--- config.mk ---
export PLATFORM = sky130hd
export DESIGN_NAME = text_command_line_recognizer_top
export DESIGN_NICKNAME = d
export VERILOG_FILES = /design/src/design/tlcr_pkg.sv /design/src/design/text_command_line_recognizer_top.sv /design/src/design/tlcr_match.sv
export SDC_FILE = /design/constraint.sdc
export NUM_CORES = 1
export LEC_CHECK = 0
export BUFFER_PORTS_ARGS = -buffer_cell sky130_fd_sc_hd__buf_2
export CAP_MARGIN = 20
export CORE_AREA = 2 2 108 79
export DETAILED_ROUTE_END_ITERATION = 16
export DIE_AREA = 0 0 110 81
export PLACE_DENSITY = 0.86
export SETUP_SLACK_MARGIN = 0.02
export SLEW_MARGIN = 20
export SYNTH_ARGS = -nofsm -noshare
export SYNTH_HDL_FRONTEND = slang
export SYNTH_HIERARCHICAL = 1
export SYNTH_SLANG_ARGS = --single-unit
--- constraint.sdc ---
create_clock -name clock -period 6.5 [get_ports clock]
set_input_delay 0.65 -clock clock [delete_from_list [all_inputs] [get_ports clock]]
set_output_delay 0.65 -clock clock [all_outputs]
set_load 0.02 [all_outputs]
--- src/design/tlcr_pkg.sv ---
// Shared types, codes and keyword table for the text command line recogniser.
package tlcr_pkg;

   localparam int unsigned NAME_DEPTH = 6;
   localparam int unsigned N_KEYWORDS = 11;
   localparam logic [2:0]  NAME_OVER  = 3'd7;

   typedef logic [NAME_DEPTH-1:0][7:0] name_buf_type;

   typedef enum logic [3:0] {
      CMD_PING    = 4'd0,
      CMD_SET     = 4'd1,
      CMD_GET     = 4'd2,
      CMD_DEL     = 4'd3,
      CMD_EXISTS  = 4'd4,
      CMD_EXPIRE  = 4'd5,
      CMD_INFO    = 4'd6,
      CMD_SIZE    = 4'd7,
      CMD_TTL     = 4'd8,
      CMD_CLEAR   = 4'd9,
      CMD_QUIT    = 4'd10,
      CMD_INVALID = 4'd11
   } cmd_type;

   typedef enum logic [1:0] {
      ERR_NONE    = 2'd0,
      ERR_EMPTY   = 2'd1,
      ERR_UNKNOWN = 2'd2,
      ERR_ARGS    = 2'd3
   } err_type;

   // Keyword text, first character in the lowest byte, unused bytes zero.
   localparam logic [47:0] KW_TEXT [N_KEYWORDS] = '{
      48'h0000_474E_4950,  // PING
      48'h0000_0054_4553,  // SET
      48'h0000_0054_4547,  // GET
      48'h0000_004C_4544,  // DEL
      48'h5354_5349_5845,  // EXISTS
      48'h4552_4950_5845,  // EXPIRE
      48'h0000_4F46_4E49,  // INFO
      48'h0000_455A_4953,  // SIZE
      48'h0000_004C_5454,  // TTL
      48'h0052_4145_4C43,  // CLEAR
      48'h0000_5449_5551   // QUIT
   };

   localparam logic [2:0] KW_LEN [N_KEYWORDS] = '{
      3'd4, 3'd3, 3'd3, 3'd3, 3'd6, 3'd6, 3'd4, 3'd4, 3'd3, 3'd5, 3'd4
   };

   localparam logic [1:0] KW_NARGS [N_KEYWORDS] = '{
      2'd0, 2'd2, 2'd1, 2'd1, 2'd1, 2'd2, 2'd0, 2'd0, 2'd1, 2'd0, 2'd0
   };

   typedef struct packed {
      logic       hit;
      cmd_type    code;
      logic [1:0] nargs;
   } match_type;

   function automatic logic is_space(input logic [7:0] c);
      return (c == 8'h20) || ((c >= 8'h09) && (c <= 8'h0D));
   endfunction

   function automatic logic [7:0] to_upper(input logic [7:0] c);
      return ((c >= 8'h61) && (c <= 8'h7A)) ? (c - 8'h20) : c;
   endfunction

endpackage

--- src/design/text_command_line_recognizer_top.sv ---
// Top level of the text command line recogniser: tokeniser, state and result register.
// Takes one byte per cycle while the result register is empty or being drained and returns
// one result per byte, registered, in the cycle after the transfer; while the receiver keeps
// draining, the sustained rate is one item per clock. Each result carries the
// token index of the byte; the line's last item also carries the command code, error
// code and argument count, and all line state is cleared after it. The token count
// saturates at MAX_TOKENS; reported indexes and argument counts clip at 15.
module text_command_line_recognizer_top #(
   parameter int unsigned MAX_TOKENS = 15
) (
   input  logic        clock,
   input  logic        reset,
   input  logic        req_tvalid,
   output logic        req_tready,
   input  logic [7:0]  req_tdata,   // [7:0] ch
   input  logic        req_tuser,   // [0] has_char
   input  logic        req_tlast,
   output logic        rsp_tvalid,
   input  logic        rsp_tready,
   output logic [15:0] rsp_tdata,   // [3:0] token_index, [7:4] command, [9:8] error,
                                    // [13:10] arg_count, [15:14] zero
   output logic        rsp_tuser,   // [0] token_char
   output logic        rsp_tlast    // done_res
);

   localparam int unsigned TCW = $clog2(MAX_TOKENS + 1);
   localparam int unsigned XW  = TCW + 4;

   tlcr_pkg::name_buf_type name_buf_ff, name_buf_in;
   logic [2:0]             name_len_ff, name_len_in;
   logic                   in_token_ff, in_token_in;
   logic [TCW-1:0]         tok_cnt_ff, tok_cnt_in;

   logic                   rsp_valid_ff, rsp_valid_in;
   logic [15:0]            rsp_data_ff, rsp_data_in;
   logic                   rsp_user_ff, rsp_user_in;
   logic                   rsp_last_ff, rsp_last_in;

   logic                   xfer;
   logic                   tok_byte;
   logic [TCW-1:0]         tc_m1;
   logic [XW-1:0]          tc_m1_x;
   logic [3:0]             tc_clip;
   tlcr_pkg::match_type    match;
   tlcr_pkg::cmd_type      cmd;
   tlcr_pkg::err_type      err;
   logic [3:0]             token_index;
   logic [3:0]             arg_count;

   assign req_tready = !rsp_valid_ff || rsp_tready;
   assign xfer       = req_tvalid && req_tready;
   assign tok_byte   = req_tuser && !tlcr_pkg::is_space(req_tdata);

   // Line state after this byte.
   always_comb begin
      name_buf_in = name_buf_ff;
      name_len_in = name_len_ff;
      in_token_in = in_token_ff;
      tok_cnt_in  = tok_cnt_ff;
      if (req_tuser) begin
         if (!tok_byte) begin
            in_token_in = 1'b0;
         end else begin
            if (!in_token_ff) begin
               in_token_in = 1'b1;
               if (tok_cnt_ff < TCW'(MAX_TOKENS)) begin
                  tok_cnt_in = tok_cnt_ff + 1'b1;
               end
            end
            if (tok_cnt_in == TCW'(1)) begin
               if (name_len_ff < 3'(tlcr_pkg::NAME_DEPTH)) begin
                  for (int i = 0; i < tlcr_pkg::NAME_DEPTH; i++) begin
                     if (name_len_ff == 3'(i)) begin
                        name_buf_in[i] = tlcr_pkg::to_upper(req_tdata);
                     end
                  end
                  name_len_in = name_len_ff + 3'd1;
               end else begin
                  name_len_in = tlcr_pkg::NAME_OVER;
               end
            end
         end
      end
   end

   tlcr_match u_match (
      .name_buf (name_buf_in),
      .name_len (name_len_in),
      .result   (match)
   );

   assign tc_m1   = tok_cnt_in - 1'b1;
   assign tc_m1_x = XW'(tc_m1);
   assign tc_clip = (tc_m1_x > XW'(15)) ? 4'hF : tc_m1_x[3:0];

   always_comb begin
      token_index = tok_byte ? tc_clip : 4'd0;
      cmd         = tlcr_pkg::CMD_PING;
      err         = tlcr_pkg::ERR_NONE;
      arg_count   = 4'd0;
      if (req_tlast) begin
         priority if (tok_cnt_in == '0) begin
            cmd = tlcr_pkg::CMD_INVALID;
            err = tlcr_pkg::ERR_EMPTY;
         end else if (!match.hit) begin
            cmd       = tlcr_pkg::CMD_INVALID;
            err       = tlcr_pkg::ERR_UNKNOWN;
            arg_count = tc_clip;
         end else if (tc_m1 != TCW'(match.nargs)) begin
            cmd       = tlcr_pkg::CMD_INVALID;
            err       = tlcr_pkg::ERR_ARGS;
            arg_count = tc_clip;
         end else begin
            cmd       = match.code;
            arg_count = tc_clip;
         end
      end
   end

   always_comb begin
      rsp_valid_in = rsp_valid_ff;
      rsp_data_in  = rsp_data_ff;
      rsp_user_in  = rsp_user_ff;
      rsp_last_in  = rsp_last_ff;
      if (xfer) begin
         rsp_valid_in = 1'b1;
         rsp_data_in  = {2'b00, arg_count, err, cmd, token_index};
         rsp_user_in  = tok_byte;
         rsp_last_in  = req_tlast;
      end else if (rsp_tready) begin
         rsp_valid_in = 1'b0;
      end
   end

   always_ff @(posedge clock) begin
      if (reset) begin
         name_buf_ff  <= '0;
         name_len_ff  <= 3'd0;
         in_token_ff  <= 1'b0;
         tok_cnt_ff   <= '0;
         rsp_valid_ff <= 1'b0;
      end else begin
         rsp_valid_ff <= rsp_valid_in;
         if (xfer) begin
            if (req_tlast) begin
               name_buf_ff <= '0;
               name_len_ff <= 3'd0;
               in_token_ff <= 1'b0;
               tok_cnt_ff  <= '0;
            end else begin
               name_buf_ff <= name_buf_in;
               name_len_ff <= name_len_in;
               in_token_ff <= in_token_in;
               tok_cnt_ff  <= tok_cnt_in;
            end
         end
      end
   end

   always_ff @(posedge clock) begin
      rsp_data_ff <= rsp_data_in;
      rsp_user_ff <= rsp_user_in;
      rsp_last_ff <= rsp_last_in;
   end

   assign rsp_tvalid = rsp_valid_ff;
   assign rsp_tdata  = rsp_data_ff;
   assign rsp_tuser  = rsp_user_ff;
   assign rsp_tlast  = rsp_last_ff;

endmodule

--- src/design/tlcr_match.sv ---
// Parallel compare of the command name against the keyword table.
module tlcr_match (
   input  tlcr_pkg::name_buf_type name_buf,
   input  logic [2:0]             name_len,
   output tlcr_pkg::match_type    result
);

   // Bytes past the name length are always zero, so a full compare suffices.
   always_comb begin
      result.hit   = 1'b0;
      result.code  = tlcr_pkg::CMD_INVALID;
      result.nargs = 2'd0;
      for (int k = tlcr_pkg::N_KEYWORDS - 1; k >= 0; k--) begin
         if ((tlcr_pkg::KW_LEN[k] == name_len) &&
             (tlcr_pkg::KW_TEXT[k] == 48'(name_buf))) begin
            result.hit   = 1'b1;
            result.code  = tlcr_pkg::cmd_type'(4'(k));
            result.nargs = tlcr_pkg::KW_NARGS[k];
         end
      end
   end

endmodule

### Word-level counts from Yosys, hierarchy flattened

Cells that the tools add are included.

* bits in read-only memories: 0
* memories: 0
* bits in registers: 73
* output and inout bits: 20
* bits in latches: 0
* memory bits (writable): 0
* input bits: 14

* reduce and logical (&&, ||, !) cells: 26
* divide/modulo/power cells: 0
* multipliers: 0
* magnitude comparators: 7
* multiplexer cells: 47
* eq/ne operators: 23
* shift-type cells: 0
* add/sub/neg operators: 4
* bitwise operators: 2

Operator list (count)
* 48-bit 2-to-1 mux: 5
* 23-bit by 48-bit equality test with 1-bit output, first input constant: 4
* 31-bit by 48-bit equality test with 1-bit output, first input constant: 4
* 47-bit by 48-bit equality test with 1-bit output, first input constant: 2
* 7-bit 2-to-1 mux: 11
* 8-bit 2-to-1 mux: 7
* 39-bit by 48-bit equality test with 1-bit output, first input constant: 1
* 4-bit 2-to-1 mux: 11
* 1-bit logical AND: 15
* 3-bit 2-to-1 mux: 5
* 3-bit equality test, first input constant: 3
* 8-bit by 6-bit equality test with 1-bit output, second input constant: 1
* 8-bit by 4-bit greater-or-equal comparator with 1-bit output, second input constant: 1
* 8-bit by 7-bit greater-or-equal comparator with 1-bit output, second input constant: 1
* 8-bit by 4-bit less-or-equal comparator with 1-bit output, second input constant: 1
* 8-bit by 7-bit less-or-equal comparator with 1-bit output, second input constant: 1
* 8-bit OR reduction: 1
* 8-bit by 6-bit subtractor with 8-bit output, second input constant: 1
* 3-bit by 2-bit equality test with 1-bit output, second input constant: 2
* 3-bit equality test, second input constant: 2
* 1-bit 2-to-1 mux: 6
* 4-bit by 1-bit adder with 4-bit output, second input constant: 1
* 4-bit by 1-bit equality test with 1-bit output, second input constant: 1
* 4-bit > comparator, second input constant: 1
* other kinds (16): 21

### Longest topological paths before layout

* depth after elaboration: 28
* gate-level depth with buffers: 20
* gate-level depth less buffers: 18

### Cells and area by module

The synthesis kept the hierarchy.

Modules (own cells, without submodules)
* text_command_line_recognizer_top: cells an instance 470, area each 3866.2 um2, seq. area each 1621.6 um2, instances 1
* tlcr_match: cells an instance 99, area each 710.7 um2, seq. area each 0.0 um2, instances 1

### Worst setup path after synthesis

Ideal clock, no wire load.

* path type: input -> register
* from: input port req_tdata[6]
* to: register rsp_data_ff[4], in the netlist rsp_tdata[4], data pin
* cell stages on the path: 19
* arrival: 4.836 ns
* required time: 6.241 ns
* setup slack: 1.405 ns
* cells stage by stage: inv_1 ha_1 a32oi_1 o21ai_2 a211oi_2 buf_2 nand4_1 clkbuf_1 nand2_1 nand2_1 or4_4 nor4_4 nand3_1 or4_4 o21bai_2 o21ai_0 a2111oi_4 o31ai_2 o31a_1

RTL lines
* start: declaration: line text_command_line_recognizer_top.sv:15 `input logic [7:0] req_tdata,`
* end signal: assignment: line text_command_line_recognizer_top.sv:161 `rsp_data_ff <= rsp_data_in;`
* end: declaration: line text_command_line_recognizer_top.sv:35 `logic [15:0] rsp_data_ff, rsp_data_in;`

==> results.txt <==
Leak pwr = 1.88 nW
Total via count in the routed design = 4,607
DR iter-0 viols = 551
Antenna violations before repair = 0
Area added between synthesis and finish = 7.38%
Number of buffers created by CTS = 9
Overall routing resource usage = 33.0%
First-pass GRT wire length = 21.8 mm
Portion of the post-synthesis area used by sequential elements = 35.4%
Pin count of the biggest net entering global routing = 26
Timing-limited maximum frequency = 179 MHz
Final period utilization = 85.8%
Leading cell type in the layout, fill and taps excluded = nand2_1
Total number of H-tree levels = 3
Crit path max fanout = 22
Type of element launching the critical path = input port
Area of the core = 0.00802 mm2
Clock tree root buffer cell = clkbuf_8
Final max-slew violation count = 0
Cell-by-cell trace of the critical path = buf_2 -> inv_1 -> ha_1 -> a32oi_1 -> o21ai_2 -> a211oi_2 -> buf_4 -> nand4_1 -> nand2_1 -> nand2_1 -> or4_4 -> nor4_4 -> nand3_1 -> nor4b_1 -> o21bai_1 -> or2_1 -> nand2_1 -> nor4_1 -> o31ai_2 -> o31a_1
FF-to-FF setup slack = 930 ps
DRC = 0
Area of the mapped netlist = 0.00458 mm2
Power density of the placed cells = 197 mW/mm2
Sink count of the clock tree = 73
Run status = complete, no violations
Headroom to the max-slew limit = 35.9%
Average cell area after synthesis = 8.04 um2
WL/cell = 20.8 um
Post-synth EDFFs = 16
IR Drop Worst-Case VDD = 0.000123 V
Count of nets after finishing = 605
Cell family with most CP delay = simple AND/OR/NAND/NOR gates
Count of final hold-check violations = 0
Worst-Margin Slew = 962 ps
Critical-path top delay cell = or4_4
Number of I/O port buffers = 31
X dimension of the die = 110 um
Crit-path max cell delay = 570 ps
Diodes inserted = 0
Asr flop ratio synth = 0%
Via density per instance = 6.65
Maximum buffer depth of the clock tree = 2
Setup clock skew after layout = 12.2 ps
DR pass1 iterations = 6
Predominant post-synthesis flop cell = dfxtp_1
Share of the core filled with cells = 61.3%
Hold-fix buffers at CTS = 0
Share of final-layout standard cells stronger than drive strength 1 = 13.8%
CP Buf/Inv Count = 3
Worst setup path category = in2reg
Final weighted congestion of routability-driven global placement = 0.993
Register clock-pin slew on the reported worst setup and hold paths = 80 ps
Cell variety after synth = 74
CTS tree = done
DP Wirelength = 10.9 mm
Synthesized instance count = 569
Number of global-route vias before repair = 4,067
Ys Warns = 6
Clk_lat worst skew = 350 ps
Critical path endpoint category = flip-flop
Number of I/O pins = 34
CP dominant cell by count = nand2_1
Number of nets with antenna violations after detailed routing = 0
Type of the most critical hold path = reg2reg
Height of the die = 81 um
Most used cells in the layout excluding fill and tap cells = nand2_1 (169), dfxtp_1 (57), o2bb2ai_1 (48)
Resized cells post-CTS = 0
Shortest period the worst path allows = 5570 ps
Initial Util = 57.0%
Wirelength, routed = 14.4 mm
Required time reported for the critical path endpoint = 6600 ps
Area of the die = 0.00891 mm2
RSZ-0062 raised after global routing = no
CP Data Arrival Time = 5670 ps
Setup Buffers After CTS = 0
Aggregate negative setup slack = 0 ps
Std-Cell Rows = 28
Flop and latch count out of synthesis = 73
Max-capacitance violation count = 0
Leftover overflow at the end of global routing = 0
Setup violators final = 0
==> synth_stat cells (3+ instances only) <==
library cell  count  area (um2)
buf_2             8        40.0
o21ai_2           7        61.3
nand2_1         169         634
xor2_1            3        26.3
and4b_1           3        30.0
ha_1              8         100
nand4_1          10        62.6
nor4bb_1          3        30.0
buf_6             3        33.8
o31a_1            4        35.0
or4b_1            4        40.0
edfxtp_1         16         480
or4_1             6        45.0
inv_1            14        52.6
a22oi_1           4        30.0
nand4b_1          5        43.8
nand3_1          10        50.1
nor3_1           13        65.1
dfxtp_1          57        1140
nor4_1           11        68.8
o2bb2ai_1        48         420
buf_4             3        22.5
nor4b_1           9        78.8
nand3b_1          3        22.5
nand2b_1          5        31.3
o21ai_0          14        70.1
clkbuf_1         14        52.6
a21oi_1          15        75.1
o31ai_2           3        37.5
and3_1            6        37.5
nor2_1           32         120
==> layout make-up <==
class | instances | area, um2
flip-flops and latches | 73 | 1620
inverters | 15 | 56.3
fillers | 732 | 3110
clock inverters | 6 | 47.5
well taps | 105 | 131
clock buffers | 10 | 149
repair buffers | 32 | 163
multi-input cells | 452 | 2750
==> worst paths after layout <==
check                      start              to  depth (start not counted)
setup / recovery    req_tdata[6]    rsp_tdata[4]                         20
hold reg to reg   name_buf_ff[4]  name_buf_ff[4]                          1
setup reg to reg   tok_cnt_ff[0]    rsp_tdata[4]                         19
hold / removal    name_buf_ff[4]  name_buf_ff[4]                          1
==> per-layer routing <==
metal | part of all wire (%) | wire length, um | global-route usage, % | up-vias
met3 | 13 | 1910 | 11.7 | 34
li1 | - | - | - | 2100
met4 | 2.1 | 306 | 11.5 | 2
met2 | 41 | 5910 | 45.6 | 306
met5 | 0.31 | 44 | 4.17 | -
met1 | 43 | 6250 | 46.9 | 2165
==> power breakdown <==
group          internal, W  switching (W)
Clock             0.000165       0.000189
Sequential        0.000474     0.00000506
Combinational    0.0000375       0.000100
Total             0.000676       0.000294
==> registers in the layout, indices dropped and copies added, names as in the netlist <==
| signal | cells |
|---|---|
| rsp_tuser | 1 |
| name_len_ff | 3 |
| rsp_tdata | 14 |
| rsp_tlast | 1 |
| name_buf_ff | 48 |
| in_token_ff | 1 |
| rsp_tvalid | 1 |
| tok_cnt_ff | 4 |
==> cell families after synthesis <==
| group | synth area share, % |
|---|---|
| AO/OA/AOI/OAI | 21.5 |
| multiplexers | 0.547 |
| other | 0.0819 |
| buffers and inverters | 4.65 |
| AND/OR/NAND/NOR | 34.6 |
| XOR/XNOR | 0.957 |
| adder cells (fa/ha/maj) | 2.19 |
| flip-flops | 35.4 |
==> through the flow <==
| step | area, um2 | setup WS (ps) | cells | hold slack (ps) | power [W] |
|---|---|---|---|---|---|
| after floorplan | 4580 | 1400 | 570 | 432 | 0.000584 |
| after global placement | 4720 | 903 | 677 | 445 | 0.000620 |
| after detailed placement | 4720 | 748 | 677 | 448 | 0.000622 |
| after CTS | 4910 | 1080 | 693 | 474 | 0.000971 |
| after global routing | 4910 | 666 | 693 | 488 | 0.00100 |
| final | 4910 | 926 | 693 | 472 | 0.000971 |
(Power assumes the default switching activity.)
